File: src/rtl/mlr_pkg.sv
// Shared definitions for the midpoint line rasterizer: slope case codes,
// transaction kind codes and the default coordinate width.
// No dependencies.
package mlr_pkg;

  // Default coordinate width in bits; the top level takes it as a parameter.
  localparam int unsigned CoordBitsDefault = 10;

  // Extra bits that the decision variable and its increments carry beyond
  // the coordinate width.
  localparam int unsigned DecExtraBits = 4;

  // Input transaction kinds.
  localparam logic KindStart   = 1'b0;
  localparam logic KindAdvance = 1'b1;

  // Slope cases. The line is always walked with x not decreasing.
  typedef enum logic [1:0] {
    SLOPE_X_UP   = 2'd0,  // 0 <= dy <= dx, x is the major axis
    SLOPE_Y_UP   = 2'd1,  // dy > dx, y is the major axis
    SLOPE_X_DOWN = 2'd2,  // -dx <= dy < 0, x is the major axis
    SLOPE_Y_DOWN = 2'd3   // dy < -dx, y is the major axis
  } slope_e;

endpackage

File: src/rtl/midpoint_line_rasterizer.sv
// Top level of the midpoint line rasterizer: input register, setup logic and
// stepping core with its result register. Uses mlr_pkg, mlr_in_reg,
// mlr_setup and mlr_core.
//
//   Channel | Handshake            | Payload
//   --------+----------------------+------------------------------------------
//   in      | in_valid_i/in_ready_o   | kind_i, start_x_i, start_y_i, end_x_i, end_y_i
//   out     | out_valid_o/out_ready_i | pixel_x_o, pixel_y_o, pixel_valid_o,
//           |                         | last_pixel_o
//
// Every input transaction yields exactly one output transaction, which passes
// through the input register and then the result register. One transaction is
// accepted per cycle while the output is not stalled; the core holds the line
// state and updates it once per transaction.
// Reset (rst_ni low, asynchronous) empties both stages and leaves no line
// active. A stall on the output holds the result register and, through it,
// the input register; the input side keeps taking transactions as long as one
// of the two registers has room.
module midpoint_line_rasterizer #(
  parameter int unsigned COORD_BITS = mlr_pkg::CoordBitsDefault
) (
  input  logic                  clk_i,
  input  logic                  rst_ni,
  input  logic                  in_valid_i,
  output logic                  in_ready_o,
  input  logic                  kind_i,
  input  logic [COORD_BITS-1:0] start_x_i,
  input  logic [COORD_BITS-1:0] start_y_i,
  input  logic [COORD_BITS-1:0] end_x_i,
  input  logic [COORD_BITS-1:0] end_y_i,
  output logic                  out_valid_o,
  input  logic                  out_ready_i,
  output logic [COORD_BITS-1:0] pixel_x_o,
  output logic [COORD_BITS-1:0] pixel_y_o,
  output logic                  pixel_valid_o,
  output logic                  last_pixel_o
);

  // The decision variable needs a few bits of headroom over the coordinates:
  // it is bounded by about four times the coordinate range, plus a sign.
  localparam int unsigned DecBits = COORD_BITS + mlr_pkg::DecExtraBits;

  // Input register outputs.
  logic                  stage_valid;
  logic                  stage_ready;
  logic                  stage_kind;
  logic [COORD_BITS-1:0] stage_sx, stage_sy, stage_ex, stage_ey;

  // Setup results for a start transaction.
  logic [COORD_BITS-1:0]     first_x, first_y, stop_x, stop_y;
  mlr_pkg::slope_e           slope_case;
  logic signed [DecBits-1:0] decision, step_straight, step_diagonal;
  logic                      single_point;

  mlr_in_reg #(
    .COORD_BITS(COORD_BITS)
  ) u_in_reg (
    .clk_i        (clk_i),
    .rst_ni       (rst_ni),
    .in_valid_i   (in_valid_i),
    .in_ready_o   (in_ready_o),
    .kind_i       (kind_i),
    .start_x_i    (start_x_i),
    .start_y_i    (start_y_i),
    .end_x_i      (end_x_i),
    .end_y_i      (end_y_i),
    .down_ready_i (stage_ready),
    .stage_valid_o(stage_valid),
    .kind_o       (stage_kind),
    .start_x_o    (stage_sx),
    .start_y_o    (stage_sy),
    .end_x_o      (stage_ex),
    .end_y_o      (stage_ey)
  );

  // Setup works on the registered endpoints; its results are only used when
  // the registered transaction is a start.
  mlr_setup #(
    .COORD_BITS(COORD_BITS),
    .DEC_BITS  (DecBits)
  ) u_setup (
    .start_x_i      (stage_sx),
    .start_y_i      (stage_sy),
    .end_x_i        (stage_ex),
    .end_y_i        (stage_ey),
    .first_x_o      (first_x),
    .first_y_o      (first_y),
    .stop_x_o       (stop_x),
    .stop_y_o       (stop_y),
    .slope_case_o   (slope_case),
    .decision_o     (decision),
    .step_straight_o(step_straight),
    .step_diagonal_o(step_diagonal),
    .single_point_o (single_point)
  );

  // The core either loads a new line, takes one midpoint step or, with no line
  // active, reports no pixel, and writes the result into the output register.
  mlr_core #(
    .COORD_BITS(COORD_BITS),
    .DEC_BITS  (DecBits)
  ) u_core (
    .clk_i          (clk_i),
    .rst_ni         (rst_ni),
    .stage_valid_i  (stage_valid),
    .stage_ready_o  (stage_ready),
    .kind_i         (stage_kind),
    .first_x_i      (first_x),
    .first_y_i      (first_y),
    .stop_x_i       (stop_x),
    .stop_y_i       (stop_y),
    .slope_case_i   (slope_case),
    .decision_i     (decision),
    .step_straight_i(step_straight),
    .step_diagonal_i(step_diagonal),
    .single_point_i (single_point),
    .out_valid_o    (out_valid_o),
    .out_ready_i    (out_ready_i),
    .pixel_x_o      (pixel_x_o),
    .pixel_y_o      (pixel_y_o),
    .pixel_valid_o  (pixel_valid_o),
    .last_pixel_o   (last_pixel_o)
  );

endmodule

File: src/rtl/mlr_in_reg.sv
// Input register stage of the midpoint line rasterizer.
// Holds one input transaction until the core stage takes it. Uses mlr_pkg.
module mlr_in_reg #(
  parameter int unsigned COORD_BITS = mlr_pkg::CoordBitsDefault
) (
  input  logic                  clk_i,
  input  logic                  rst_ni,
  input  logic                  in_valid_i,
  output logic                  in_ready_o,
  input  logic                  kind_i,
  input  logic [COORD_BITS-1:0] start_x_i,
  input  logic [COORD_BITS-1:0] start_y_i,
  input  logic [COORD_BITS-1:0] end_x_i,
  input  logic [COORD_BITS-1:0] end_y_i,
  input  logic                  down_ready_i,
  output logic                  stage_valid_o,
  output logic                  kind_o,
  output logic [COORD_BITS-1:0] start_x_o,
  output logic [COORD_BITS-1:0] start_y_o,
  output logic [COORD_BITS-1:0] end_x_o,
  output logic [COORD_BITS-1:0] end_y_o
);

  logic                  valid_q;
  logic                  kind_q;
  logic [COORD_BITS-1:0] start_x_q, start_y_q, end_x_q, end_y_q;
  logic                  load;

  // The stage refills in the same cycle in which the core takes its item.
  assign in_ready_o = !valid_q || down_ready_i;
  assign load       = in_valid_i && in_ready_o;

  always_ff @(posedge clk_i or negedge rst_ni) begin
    if (!rst_ni) begin
      valid_q <= 1'b0;
    end else if (load) begin
      valid_q <= 1'b1;
    end else if (down_ready_i) begin
      valid_q <= 1'b0;
    end
  end

  always_ff @(posedge clk_i) begin
    if (load) begin
      kind_q    <= kind_i;
      start_x_q <= start_x_i;
      start_y_q <= start_y_i;
      end_x_q   <= end_x_i;
      end_y_q   <= end_y_i;
    end
  end

  assign stage_valid_o = valid_q;
  assign kind_o        = kind_q;
  assign start_x_o     = start_x_q;
  assign start_y_o     = start_y_q;
  assign end_x_o       = end_x_q;
  assign end_y_o       = end_y_q;

endmodule

File: src/rtl/mlr_setup.sv
// Line setup logic of the midpoint line rasterizer: endpoint ordering,
// slope case selection and the initial decision variable and increments.
// Purely combinational. Uses mlr_pkg.
module mlr_setup #(
  parameter int unsigned COORD_BITS = mlr_pkg::CoordBitsDefault,
  parameter int unsigned DEC_BITS   = COORD_BITS + mlr_pkg::DecExtraBits
) (
  input  logic [COORD_BITS-1:0]      start_x_i,
  input  logic [COORD_BITS-1:0]      start_y_i,
  input  logic [COORD_BITS-1:0]      end_x_i,
  input  logic [COORD_BITS-1:0]      end_y_i,
  output logic [COORD_BITS-1:0]      first_x_o,
  output logic [COORD_BITS-1:0]      first_y_o,
  output logic [COORD_BITS-1:0]      stop_x_o,
  output logic [COORD_BITS-1:0]      stop_y_o,
  output mlr_pkg::slope_e            slope_case_o,
  output logic signed [DEC_BITS-1:0] decision_o,
  output logic signed [DEC_BITS-1:0] step_straight_o,
  output logic signed [DEC_BITS-1:0] step_diagonal_o,
  output logic                       single_point_o
);

  localparam int unsigned ExtBits = DEC_BITS - COORD_BITS;

  logic                       swap;
  logic [COORD_BITS-1:0]      x0, y0, x1, y1;
  logic signed [DEC_BITS-1:0] x0_s, y0_s, x1_s, y1_s;
  logic signed [DEC_BITS-1:0] a, b, dy, neg_b;
  logic signed [DEC_BITS-1:0] a2, b2;

  // Walk every line with x not decreasing.
  assign swap = start_x_i > end_x_i;
  assign x0   = swap ? end_x_i   : start_x_i;
  assign y0   = swap ? end_y_i   : start_y_i;
  assign x1   = swap ? start_x_i : end_x_i;
  assign y1   = swap ? start_y_i : end_y_i;

  assign x0_s = signed'({{ExtBits{1'b0}}, x0});
  assign y0_s = signed'({{ExtBits{1'b0}}, y0});
  assign x1_s = signed'({{ExtBits{1'b0}}, x1});
  assign y1_s = signed'({{ExtBits{1'b0}}, y1});

  assign a     = y0_s - y1_s;
  assign b     = x1_s - x0_s;
  assign dy    = y1_s - y0_s;
  assign neg_b = x0_s - x1_s;
  assign a2    = a <<< 1;
  assign b2    = b <<< 1;

  always_comb begin
    if (!dy[DEC_BITS-1] && (dy <= b)) begin
      slope_case_o    = mlr_pkg::SLOPE_X_UP;
      decision_o      = a2 + b;
      step_straight_o = a2;
      step_diagonal_o = a2 + b2;
    end else if (dy > b) begin
      slope_case_o    = mlr_pkg::SLOPE_Y_UP;
      decision_o      = a + b2;
      step_straight_o = b2;
      step_diagonal_o = a2 + b2;
    end else if (dy >= neg_b) begin
      slope_case_o    = mlr_pkg::SLOPE_X_DOWN;
      decision_o      = a2 - b;
      step_straight_o = a2;
      step_diagonal_o = a2 - b2;
    end else begin
      slope_case_o    = mlr_pkg::SLOPE_Y_DOWN;
      decision_o      = a - b2;
      step_straight_o = -b2;
      step_diagonal_o = a2 - b2;
    end
  end

  // The end test runs along the major axis of the chosen case.
  always_comb begin
    case (slope_case_o)
      mlr_pkg::SLOPE_X_UP, mlr_pkg::SLOPE_X_DOWN: single_point_o = (x0 == x1);
      default:                                    single_point_o = (y0 == y1);
    endcase
  end

  assign first_x_o = x0;
  assign first_y_o = y0;
  assign stop_x_o  = x1;
  assign stop_y_o  = y1;

endmodule

File: src/rtl/mlr_core.sv
// Line state, midpoint step logic and result register of the midpoint line
// rasterizer. Takes setup values from mlr_setup. Uses mlr_pkg.
module mlr_core #(
  parameter int unsigned COORD_BITS = mlr_pkg::CoordBitsDefault,
  parameter int unsigned DEC_BITS   = COORD_BITS + mlr_pkg::DecExtraBits
) (
  input  logic                       clk_i,
  input  logic                       rst_ni,
  input  logic                       stage_valid_i,
  output logic                       stage_ready_o,
  input  logic                       kind_i,
  input  logic [COORD_BITS-1:0]      first_x_i,
  input  logic [COORD_BITS-1:0]      first_y_i,
  input  logic [COORD_BITS-1:0]      stop_x_i,
  input  logic [COORD_BITS-1:0]      stop_y_i,
  input  mlr_pkg::slope_e            slope_case_i,
  input  logic signed [DEC_BITS-1:0] decision_i,
  input  logic signed [DEC_BITS-1:0] step_straight_i,
  input  logic signed [DEC_BITS-1:0] step_diagonal_i,
  input  logic                       single_point_i,
  output logic                       out_valid_o,
  input  logic                       out_ready_i,
  output logic [COORD_BITS-1:0]      pixel_x_o,
  output logic [COORD_BITS-1:0]      pixel_y_o,
  output logic                       pixel_valid_o,
  output logic                       last_pixel_o
);

  localparam logic [COORD_BITS-1:0] One = COORD_BITS'(1);

  // Line state.
  logic [COORD_BITS-1:0]      cur_x_q, cur_y_q, stop_x_q, stop_y_q;
  logic signed [DEC_BITS-1:0] dec_q, step_s_q, step_d_q;
  mlr_pkg::slope_e            case_q;
  logic                       active_q;

  // Result register.
  logic                  out_valid_q;
  logic [COORD_BITS-1:0] pix_x_q, pix_y_q;
  logic                  pix_valid_q, last_q;

  logic                       take;
  logic                       neg, diag, adv_end;
  logic [COORD_BITS-1:0]      nx, ny;
  logic signed [DEC_BITS-1:0] ndec;

  assign stage_ready_o = !out_valid_q || out_ready_i;
  assign take          = stage_valid_i && stage_ready_o;

  // One midpoint step from the current state.
  assign neg = dec_q[DEC_BITS-1];

  always_comb begin
    case (case_q)
      mlr_pkg::SLOPE_X_UP: begin
        diag    = neg;
        nx      = cur_x_q + One;
        ny      = diag ? cur_y_q + One : cur_y_q;
        adv_end = (nx == stop_x_q);
      end
      mlr_pkg::SLOPE_Y_UP: begin
        diag    = !neg;
        ny      = cur_y_q + One;
        nx      = diag ? cur_x_q + One : cur_x_q;
        adv_end = (ny == stop_y_q);
      end
      mlr_pkg::SLOPE_X_DOWN: begin
        diag    = !neg;
        nx      = cur_x_q + One;
        ny      = diag ? cur_y_q - One : cur_y_q;
        adv_end = (nx == stop_x_q);
      end
      default: begin
        diag    = neg;
        ny      = cur_y_q - One;
        nx      = diag ? cur_x_q + One : cur_x_q;
        adv_end = (ny == stop_y_q);
      end
    endcase
    ndec = dec_q + (diag ? step_d_q : step_s_q);
  end

  always_ff @(posedge clk_i or negedge rst_ni) begin
    if (!rst_ni) begin
      cur_x_q  <= '0;
      cur_y_q  <= '0;
      stop_x_q <= '0;
      stop_y_q <= '0;
      dec_q    <= '0;
      step_s_q <= '0;
      step_d_q <= '0;
      case_q   <= mlr_pkg::SLOPE_X_UP;
      active_q <= 1'b0;
    end else if (take) begin
      if (kind_i == mlr_pkg::KindStart) begin
        cur_x_q  <= first_x_i;
        cur_y_q  <= first_y_i;
        stop_x_q <= stop_x_i;
        stop_y_q <= stop_y_i;
        dec_q    <= decision_i;
        step_s_q <= step_straight_i;
        step_d_q <= step_diagonal_i;
        case_q   <= slope_case_i;
        active_q <= !single_point_i;
      end else if (active_q) begin
        cur_x_q  <= nx;
        cur_y_q  <= ny;
        dec_q    <= ndec;
        active_q <= !adv_end;
      end
    end
  end

  always_ff @(posedge clk_i or negedge rst_ni) begin
    if (!rst_ni) begin
      out_valid_q <= 1'b0;
    end else if (take) begin
      out_valid_q <= 1'b1;
    end else if (out_ready_i) begin
      out_valid_q <= 1'b0;
    end
  end

  always_ff @(posedge clk_i) begin
    if (take) begin
      if (kind_i == mlr_pkg::KindStart) begin
        pix_x_q     <= first_x_i;
        pix_y_q     <= first_y_i;
        pix_valid_q <= 1'b1;
        last_q      <= single_point_i;
      end else if (active_q) begin
        pix_x_q     <= nx;
        pix_y_q     <= ny;
        pix_valid_q <= 1'b1;
        last_q      <= adv_end;
      end else begin
        pix_x_q     <= '0;
        pix_y_q     <= '0;
        pix_valid_q <= 1'b0;
        last_q      <= 1'b0;
      end
    end
  end

  assign out_valid_o   = out_valid_q;
  assign pixel_x_o     = pix_x_q;
  assign pixel_y_o     = pix_y_q;
  assign pixel_valid_o = pix_valid_q;
  assign last_pixel_o  = last_q;

endmodule
File: config.mk
export PLATFORM = sky130hd
export DESIGN_NAME = midpoint_line_rasterizer
export DESIGN_NICKNAME = d
export VERILOG_FILES = /design/src/rtl/mlr_pkg.sv /design/src/rtl/midpoint_line_rasterizer.sv /design/src/rtl/mlr_in_reg.sv /design/src/rtl/mlr_setup.sv /design/src/rtl/mlr_core.sv
export SDC_FILE = /design/constraint.sdc
export NUM_CORES = 1
export LEC_CHECK = 0
export ABC_AREA = 1
export BUFFER_PORTS_ARGS = -buffer_cell sky130_fd_sc_hd__buf_2
export CORE_MARGIN = 2
export CORE_UTILIZATION = 55
export CTS_CLUSTER_DIAMETER = 150
export DETAILED_ROUTE_END_ITERATION = 8
export PLACE_DENSITY = 0.78
export SYNTH_ARGS = -nofsm -noshare
export SYNTH_HDL_FRONTEND = slang
export SYNTH_SLANG_ARGS = --single-unit
File: constraint.sdc
create_clock -name clk_i -period 13.65 [get_ports clk_i]
set_input_delay 2.0475 -clock clk_i [delete_from_list [all_inputs] [get_ports clk_i]]
set_output_delay 2.0475 -clock clk_i [all_outputs]
set_load 0.02 [all_outputs]
Word level (Yosys, flattened, before mapping). Index checks and enable logic that the tools add are counted. Widths: inputs -> output; s select.

Input port bits: 45. Bits in registers: 150.

Add/subtract/negate cells: 15. Magnitude comparators: 4. Eq/ne operators: 9. Bitwise logic cells: 1. Reductions and logical operators: 20. Multiplexer cells: 44.

Operator list (number): $mux 10 (16); $mux 14 (11); $add 14x14->14 (4); $eq 10x10->1 (5); $sub 10x10->11 (4); $sub 14x14->14 (3); $pmux 10 s3 (1); $add 10x1->10 const B (2); $pmux 10 s2 (1); $ge 14x14->1 (1); $gt 14x14->1 (1); $le 14x14->1 (1); $neg 14->14 (1); $mux 1 (12); $gt 10x10->1 (1); $sub 10x1->10 const B (1); $logic_not 1->1 (6); $reduce_or 2->1 (3); $eq 2x2->1 const B (2); $logic_not 2->1 (2); $mux 2 (2); $reduce_and 2->1 (2); $reduce_bool 2->1 (2); $logic_and 1x1->1 (3); other kinds (5) (6).

Depth between registers and ports, before layout.
Depth in word-level cells: 12. Mapped depth: 41. Depth with buffers taken out: 39.

By module. From an unflattened synthesis, not the netlist that was laid out.

Cells, all modules: 2168. Area total of the unflattened synthesis: 14775.4 sq um.

By module, submodules not included: mlr_core (cells an instance 924, area an instance 6964.2 sq um, sequential area each 2812.7 sq um, times used 1); mlr_setup (cells an instance 1197, area an instance 6535.0 sq um, sequential area each 0.0 sq um, times used 1); mlr_in_reg (cells an instance 47, area an instance 1276.2 sq um, sequential area each 1256.2 sq um, times used 1).

Worst setup path after synthesis. OpenSTA, ideal clock, no wires.

Kind: register to register. Start: register u_in_reg.start_x_q[4] (netlist: u_in_reg.start_x_o[4]). End: register u_core.dec_q[13]. Stages on the path, launching flop included: 33. Path buffers: 3. Clock period less this slack: 4.899 ns. Arrival: 4.778 ns. Library setup time: 0.120 ns. Path slack: 8.751 ns. Cells stage by stage: edfxtp_1 ha_1 buf_2 nand2_2 inv_1 nand2_1 nand2_1 nand2_1 nand3_4 nand2_4 buf_2 buf_2 nand2_1 o21ai_0 nand2_1 ha_1 inv_1 nand2_1 xor2_1 inv_1 fa_1 o31ai_1 a21boi_0 o21bai_1 a21oi_1 nor2_1 a21boi_0 o2111ai_1 o31ai_1 nand3_1 nand3_1 nand2_1 a21oi_1.

Cells in the longest elaborated chain, start to end: 8.

RTL lines: start: declaration (RTL line mlr_in_reg.sv:26) `logic [COORD_BITS-1:0] start_x_q, start_y_q, end_x_q, end_y_q;`; start signal: assignment (RTL line mlr_in_reg.sv:46) `start_x_q <= start_x_i;`; $gt 10x10->1 (RTL line mlr_setup.sv:32) `assign swap = start_x_i > end_x_i;`; $mux 10, on equally long branches; $sub 10x10->11, on equally long branches; $sub 14x14->14, or another cell as far along (RTL line mlr_setup.sv:68) `decision_o = a - b2;`; $mux 14 (RTL line mlr_setup.sv:61) `end else if (dy >= neg_b) begin`; $mux 14 (RTL line mlr_setup.sv:56) `end else if (dy > b) begin`; $mux 14 (*) (RTL line mlr_setup.sv:51) `if (!dy[DEC_BITS-1] && (dy <= b)) begin`; $mux 14 (*) (RTL line mlr_core.sv:95) `if (kind_i == mlr_pkg::KindStart) begin`; end signal: assignment (RTL line mlr_core.sv:100) `dec_q <= decision_i;`; end signal: assignment (RTL line mlr_core.sv:108) `dec_q <= ndec;`; end: declaration (RTL line mlr_core.sv:33) `logic signed [DEC_BITS-1:0] dec_q, step_s_q, step_d_q;`.

Every way passes the cells marked *; elsewhere a longest branch is shown, timed or not. A chain may end at the register's enable or synchronous reset.

Worst setup path in the final report.
Start: register u_in_reg.start_x_q[2] (netlist: u_in_reg.start_x_o[2]). End: register u_core.last_q (netlist: u_core.last_pixel_o), data pin.

Cells in the longest elaborated chain, start to end: 11.

RTL lines: $gt 10x10->1 (RTL line mlr_setup.sv:32); $mux 10, on equally long branches; $sub 10x10->11, on equally long branches (RTL line mlr_setup.sv:45, mlr_setup.sv:46); $ge 14x14->1 (RTL line mlr_setup.sv:61); $mux 1 (RTL line mlr_setup.sv:61); $mux 2 (RTL line mlr_setup.sv:56); $mux 2 (RTL line mlr_setup.sv:51); $eq 2x2->1 / $logic_not 2->1 (equally long branches) (RTL line mlr_setup.sv:76) `case (slope_case_o)`; $reduce_or 2->1 (RTL line mlr_setup.sv:76); $mux 1 (*) (RTL line mlr_setup.sv:76); $mux 1 (*) (RTL line mlr_core.sv:126) `if (kind_i == mlr_pkg::KindStart) begin`; end signal: assignment (RTL line mlr_core.sv:130) `last_q <= single_point_i;`; end signal: assignment (RTL line mlr_core.sv:135) `last_q <= adv_end;`; end: declaration (RTL line mlr_core.sv:40) `logic pix_valid_q, last_q;`.

Marked as above.

==> results.yml <==
critical_path:
  r2r-end: "u_core.last_pixel_o"
  r2r-start: "u_in_reg.start_x_o[2]"
  cp-startpoint: "u_in_reg.start_x_o[2]"
  crit_type: "flip-flop to flip-flop"
  path_max_fanout: 62
  max_stage_delay_ps: 590
  cp-endpoint: "u_core.last_pixel_o"
  reg2reg_depth: 28
  rrSetupSlack_ps: 6780
  start_kind: "flip-flop"
  required_ps: 13840
  arrival_ps: 7060
  cp_slowest_cell: "nand2_4"
  path_common_cell: "nand2_1"
  endpoint_kind: "flip-flop"
run_status:
  status: "finished clean"
grt:
  grt.overflow.total: 0
  grt_use_total: 0.320
  grt_max_degree: 67
  grt_pass1_wl_mm: 65.9
  grt_pass1_vias: 12300
  antenna_found_initial: 0
logic_synthesis:
  synth_area_leaders: "dfrtp_1, edfxtp_1, nand2_1, ha_1, inv_1"
  synth_ff_type: "dfrtp_1"
  ys_warn_count: 0
  syn-mean-instance-area_sq_um: 7.04
  yosysMostFrequentCell: "nand2_1"
  ys_ff_latch: 147
  synth_common_cells: "nand2_1, inv_1, o21ai_0"
  synth_fp_nets: 2140
  synth_edf_count: 63
  async_reset_ff_frac: 0.571
  synth-seq-area-share: 0.287
  yosys.area.top_type_share: 0.151
  yosysTopAreaCell: "dfrtp_1"
  synth_cell_types: 58
  syn_area_sq_um: 13900
  synthCells: 1974
clock_tree:
  cts_hold_buffers: 0
  path_clk_slew_ps: 70
  post_cts_buffers: 0
  root_buffer: "clkbuf_16"
  cts_tree: "built"
  clock_sinks: 147
  clock_tree.buffer_depth: 2
  ctsResizeCount: 0
  clk_latency_ps: 450
  htree_num_levels: 4
  cts_buffers: 17
timing:
  drv_slew: 0
  relSlewSlack: 0.276
  clock.fmax_mhz: 146
  hold_viol: 0
  period_minus_slack_ps: 6870
  setup_viol: 0
  tightest_slew_ps: 1080
  tns_ps: 0
  clock_skew_ps: 13.4
  min_period_over_period: 0.503
  timing.hold.ws_ps: 483
  rsz0062_at_grt: "no"
routing:
  ant_nets: 0
  vias: 13400
  finalWirelength_mm: 42.0
  via_per_inst: 5.71
  drt_pass1_iterations: 6
  drt_iter0_markers: 1285
  drcViolationCount: 0
  wl_per_cell_um: 17.9
layout:
  design_area_sq_um: 15100
  n_fill_cell: 2349
  multi_input_area_sq_um: 8620
  final_core_util: 0.604
  layout-area-overhead-vs-synth_pct: 8.49
  fin_nets: 2172
  ff_latch_area_sq_um: 3990
  drive_gt1_frac: 0.0837
  finalNonFillerCells: 2349
  diodes: 0
placement:
  hpwl_mm: 32.0
  dp_cells: 2317
  port_buffers: 68
  place_area_sq_um: 14400
  gp_congestion: 0.967
floorplan:
  num_rows: 58
  ioPinCount: 69
  die-area_sq_um: 26600
  die_w_um: 163
  core_sq_um: 25000
  fp.dieH_um: 163
  start_util: 0.557
run:
  drv_cap: 0
power_and_ir_drop:
  ir_drop_mv: 0.138
  p_leak_nw: 7.57
  pwr_density_cell_nw_per_um2: 255
min_path:
  min_path_type: "flip-flop to flip-flop"
[worst min path at each step]
| stage | from | to | slack [ps] | cells after the start |
|---|---|---|---|---|
| 2_1_floorplan | u_core.step_d_q[3] | u_core.step_d_q[3] | 450 | 2 |
| 3_3_place_gp | u_core.step_d_q[9] | u_core.step_d_q[9] | 460 | 2 |
| 3_5_place_dp | u_core.step_d_q[2] | u_core.step_d_q[2] | 470 | 2 |
| 4_1_cts | u_core.step_d_q[2] | u_core.step_d_q[2] | 490 | 2 |
| 5_1_grt | u_core.step_d_q[7] | u_core.step_d_q[7] | 500 | 2 |
| 6_report | u_core.step_d_q[2] | u_core.step_d_q[2] | 480 | 2 |
[final cells by class]
class                      instances  share of cell area
sequential                       147               0.265
multi-input combinational       1501               0.572
timing repair buffer              83              0.0302
clock inverter                    15              0.0135
tap                              330              0.0274
clock buffer                      17              0.0282
inverter                         256              0.0639
[layout by cell type (no fill, tap or decap), types with 11 or more instances in the layout]
cell / instances
or2_2: 21
inv_1: 244
nor3_1: 11
nand3_1: 105
dfrtp_1: 84
o22ai_1: 11
buf_4: 16
nand2_1: 467
buf_2: 67
o21ai_1: 35
clkbuf_16: 17
a21oi_1: 130
xnor2_1: 16
ha_1: 114
edfxtp_1: 63
nor2_1: 147
xor2_1: 101
nand4_1: 28
a31oi_1: 13
o21ai_0: 174
o21bai_1: 20
[critical path: cells and delay by family, from the launching register on]
| family | cells | cell delay (ps) |
|---|---|---|
| AOI/OAI and AO/OA | 2 | 280 |
| and+or+nand+nor | 18 | 3330 |
| buffers and inverters | 5 | 1440 |
| DFF | 1 | 420 |
| adders and majority gates | 3 | 1120 |
[registers in the layout, summed over array words and instances (netlist names), 2 cells and up]
register            flops
u_core.case_q           2
u_core.cur_x_q         10
u_core.cur_y_q         10
u_core.dec_q           13
u_core.pixel_x_o       10
u_core.pixel_y_o       10
u_core.step_d_q        13
u_core.step_s_q        13
u_core.stop_x_q        10
u_core.stop_y_q        10
u_in_reg.end_x_o       10
u_in_reg.end_y_o       10
u_in_reg.start_x_o     10
u_in_reg.start_y_o     10
[logic make-up after synthesis]
group,after synthesis,share of synthesized area
and+or+nand+nor,812,0.249
AOI/OAI and AO/OA,446,0.180
adders and majority gates,121,0.113
muxes,4,0.00297
xor gates and xnor gates,118,0.0749
DFF,147,0.287
buffers and inverters,326,0.0924
[layer usage]
layer,vias to the layer above,global-route usage,part of all wire
met4,0,0.0945,0.020
met3,61,0.0637,0.087
met1,6202,0.447,0.45
met5,-,0,0
li1,6599,-,-
met2,556,0.502,0.45
[power by group]
group	internal, mW	total (mW)	switching, mW
Clock	0.282	0.511	0.229
Combinational	0.906	2.62	1.71
Sequential	0.612	0.711	0.0988
Total	1.80	3.84	2.04
[metrics by stage]
stage                     power (mW)  setup slack, ps
after floorplan                 2.66             8750
after global placement          3.22             6990
after detailed placement        3.26             6980
after CTS                       3.79             6930
after global routing            4.18             6360
final                           3.84             6780
No activity file was read; power rests on OpenSTA's default activity.
